### src/hw/rtl/otsa_ram.sv
`timescale 1ns / 1ps
// ----------------------------------------------------------------------------
// otsa_ram
// Generic simple dual-port RAM with one write port and a registered read.
// ----------------------------------------------------------------------------
module otsa_ram #(
    parameter int Width = 8,
    parameter int Depth = 256
) (
    input  logic                     i_clk,
    input  logic                     i_we,
    input  logic [$clog2(Depth)-1:0] i_waddr,
    input  logic [Width-1:0]         i_wdata,
    input  logic [$clog2(Depth)-1:0] i_raddr,
    output logic [Width-1:0]         o_rdata
);
    logic [Width-1:0] mem [Depth];

    // Write port and registered read port.
    always_ff @(posedge i_clk) begin
        if (i_we) begin
            mem[i_waddr] <= i_wdata;
        end
        o_rdata <= mem[i_raddr];
    end
endmodule

### config.mk
export PLATFORM = sky130hd
export DESIGN_NAME = otsa_ram
export DESIGN_NICKNAME = d
export VERILOG_FILES = /design/src/hw/rtl/otsa_ram.sv
export SDC_FILE = /design/constraint.sdc
export NUM_CORES = 2
export LEC_CHECK = 0
export BUFFER_PORTS_ARGS = -buffer_cell sky130_fd_sc_hd__buf_2
export CAP_MARGIN = 30
export CORE_ASPECT_RATIO = 1.2
export CORE_MARGIN = 8
export CORE_UTILIZATION = 50
export DETAILED_ROUTE_END_ITERATION = 6
export GPL_TIMING_DRIVEN = 0
export PLACE_DENSITY_LB_ADDON = 0.05
export SLEW_MARGIN = 30
export SYNTH_ARGS = -nofsm -noshare
export SYNTH_HDL_FRONTEND = slang
export SYNTH_SLANG_ARGS = --single-unit
### constraint.sdc
create_clock -name i_clk -period 5.53 [get_ports i_clk]
set_input_delay 0.8295 -clock i_clk [delete_from_list [all_inputs] [get_ports i_clk]]
set_output_delay 0.8295 -clock i_clk [all_outputs]
set_load 0.01 [all_outputs]
==> results.cfg <==
[setup_path]
reg2reg_to = o_rdata[6]$_DFF_P_
setup_crit_start_kind = primary input
timing.critical_path.mode_cell = buf_2
critPathCaptureType = register
worstPathRequired_ns = 6.19
critPathArrivalTime_ns = 5.07
rr_worst_depth = 6
r2r_setup_slk_ns = 2.18
crit_path_max_incr_delay_ns = 0.80
worstPathCellList = buf_2 -> buf_2 -> buf_2 -> nor2_1 -> clkbuf_1 -> a22oi_1 -> a21oi_1 -> nor3_1 -> nor4_2
reg2reg_from = mem[83][6]$_DFFE_PP_
highest_delay_cell_along_the_critical_path = nor2_1
setup.worst_path.class = primary input to register
worst-path-max-fanout = 10

[sta]
fin_skew_ns = 0.0282
worstMarginPinSlew_ns = 1.12
setup_violations = 0
final-hold-violation-count = 0
post-route-min-period_ns = 4.41
slew_violations = 0
rsz0062_at_grt = no
max_clock_freq_mhz = 227
slew_headroom_pct = 24.4
post-route-worst-setup-slack_ns = 1.12
finalCritPeriodShare_pct = 79.8

[clock_tree]
ctsRootBufferMaster = clkbuf_16
cts_resized = 0
cts-hold-fix-buffers = 0
cts_inserted_buffers = 196
insertion_delay_to_the_later_sink_of_the_worst_skew_pair_ns = 0.84
cts-htree-levels = 4
cts.reportedPaths.clkPinSlew_ns = 0.06
cts_tree = yes
clockBufferDepth = 3
cts.sink_count = 2056
cts_setup_buffers = 0

[cells_and_area]
sequential_cell_area_um2 = 61700
area_occupied_by_multi_input_gates_um2 = 16600
layout-area-overhead-vs-synth_pct = 13.0
finish.cell_count_without_fillers = 6269
leading_cell_type_in_the_layout_fill_and_taps_excluded = edfxtp_1
post_route_utilization_pct = 56.9
leading_cell_types_in_the_layout_fill_and_taps_excluded = 2048 x edfxtp_1, 454 x mux4_2, 257 x nor2_1
final_net_count = 4030
share_of_cells_above_drive_strength_1_pct = 23.9
fill_cells = 11870
layout.cell_area.non_filler_um2 = 89900

[grt]
grt_pass1_wl_um = 338000
antenna_violations_before_repair = 15
grt_remaining_overflow = 0
vias_in_the_first_global_route = 40564
grt_start_max_net_pins = 114
groute.usage.overall_pct = 28.7

[synthesis]
synth_sequential_area_ratio_pct = 77.5
synthesis.nets = 3759
synth_edf_count = 2048
synth.top_cell.area_share_pct = 77.3
ys_top_cells_by_area = edfxtp_1 77%, mux4_2 13%, mux2i_1 1.7%, nor2_1 1.3%, a22oi_1 1.3%
synth.ff_latch_count = 2056
synth.lib_cells_used.distinct = 55
syn-instance-count = 3733
post_synthesis_instance_area_um2 = 79600
asyncSetResetFlopFracSynth_pct = 0
synth-warning-count = 0
post_synth.cell_area_avg_um2 = 21.3
synth_top_area_cell = edfxtp_1
synth-main-ff-cell = edfxtp_1

[place]
port_buffers = 26
dpl-instance-area_um2 = 83700
dpl.hpwl_um = 171000
pre_cts_slack_ns = 0.170
placer_congestion = 0.928
placed_cells = 5905

[floorplan]
initial_utilization_pct = 50.3
die_h_um = 453
dieArea_um2 = 172000
die-width_um = 380
rows = 160
top_level_ports = 34
core_area_um2 = 158000

[min_path]
endpoint_worst_hold = mem[71][2]$_DFFE_PP_
timing.hold.worst.start = i_wdata[2]
holdCritPathClass = primary input to register
hold_critical_path_depth = 1

[power]
total_power_divided_by_cell_area_nw_per_um2 = 359
power.ir.vdd_worst_mv = 0.343
leakage_nw = 27.8

[routing]
detailedRoute.firstIterationViolations = 5463
post_drt_via_cell_ratio = 6.50
drt_wl_total_um = 250000
ant_nets = 0
drtPass1Iterations = 6
route.vias.total = 40767
routedWlPerCell_um = 39.9
drc_errors = 0

[run_status]
run_status = complete, no violations

[run]
maxCapViolCount = 0
==> cells by family (layout without fill, tap and decap cells) <==
kind of cell	after synthesis	after routing	synth area share (%)
flip-flops	2056	2056	77.5
AND/OR/NAND/NOR	466	466	2.63
AO/OA/AOI/OAI	385	385	3.42
buffers and inverters	235	659	1.83
multiplexers	591	591	14.6
other	0	6	0
==> layout make-up <==
| cell class | instances | area share (%) |
|---|---|---|
| diodes | 6 | 0.0167 |
| plain buffers | 233 | 1.69 |
| clock buffers | 255 | 5.79 |
| clock inverters | 96 | 1.03 |
| inverters | 2 | 0.00835 |
| multi-input cells | 1442 | 18.5 |
| flip-flops and latches | 2056 | 68.6 |
| well taps | 2106 | 2.93 |
| repair buffers | 73 | 1.47 |
==> power breakdown <==
part	leakage [nW]	switching, mW	total [mW]	internal, mW
clock	2.98	5.78	13.2	7.40
sequential	18.5	0.00945	17.2	17.2
combinational	6.34	1.34	1.93	0.593
total	27.8	7.13	32.3	25.2
==> per-stage QoR <==
stage / setup TNS (ns) / hold slack (ns) / power (mW)
after global routing: 0 / 0.406 / 33.0
after floorplan: 0 / 0.770 / 18.4
final: 0 / 0.412 / 32.3
after CTS: 0 / 0.370 / 32.4
after global placement: -3.62 / 1.23 / 19.4
after detailed placement: 0 / 1.23 / 19.4
==> worst max-delay path: cells and delay by family <==
kind / cells / cell delay (ns)
buffers and inverters: 4 / 1.76
and+or+nand+nor: 3 / 1.77
AOI/OAI and AO/OA: 2 / 0.67
==> worst max path at each step <==
stage	start	to	slack, ns	cells after the start
finish	i_raddr[2]	o_rdata[0]$_DFF_P_	1.12	9
CTS	i_raddr[1]	o_rdata[5]$_DFF_P_	1.09	9
global placement	i_raddr[4]	o_rdata[4]$_DFF_P_	-0.77	9
floorplan	i_raddr[0]	o_rdata[2]$_DFF_P_	2.76	9
global route	i_raddr[2]	o_rdata[2]$_DFF_P_	1.14	9
detailed placement	i_raddr[1]	o_rdata[5]$_DFF_P_	0.17	9
==> flip-flops by register name, summed over array words and instances, names as in the netlist <==
register	flops
mem	2048
o_rdata	8
==> per-layer routing <==
layer  up-vias  part of all wire, %  track usage, %
met5         -                0.011               0
met4         4                  5.6            14.1
met3       508                  9.2            6.56
met2      2209                   47            45.6
met1     21799                   38            37.7
li1      16247                    -               -
==> cells in the mapped netlist (all sizes together) (16+ instances only) <==
| cell | number |
|---|---|
| nor2b | 31 |
| a21oi | 96 |
| o221ai | 47 |
| nor2 | 282 |
| o22ai | 28 |
| mux2i | 134 |
| a22oi | 133 |
| edfxtp | 2048 |
| a211oi | 16 |
| mux4 | 456 |
| buf | 122 |
| nand3 | 34 |
| clkbuf | 111 |
| nor4 | 27 |
| nand2 | 33 |
| nor3 | 22 |
Power figures use the tool's default switching activity.
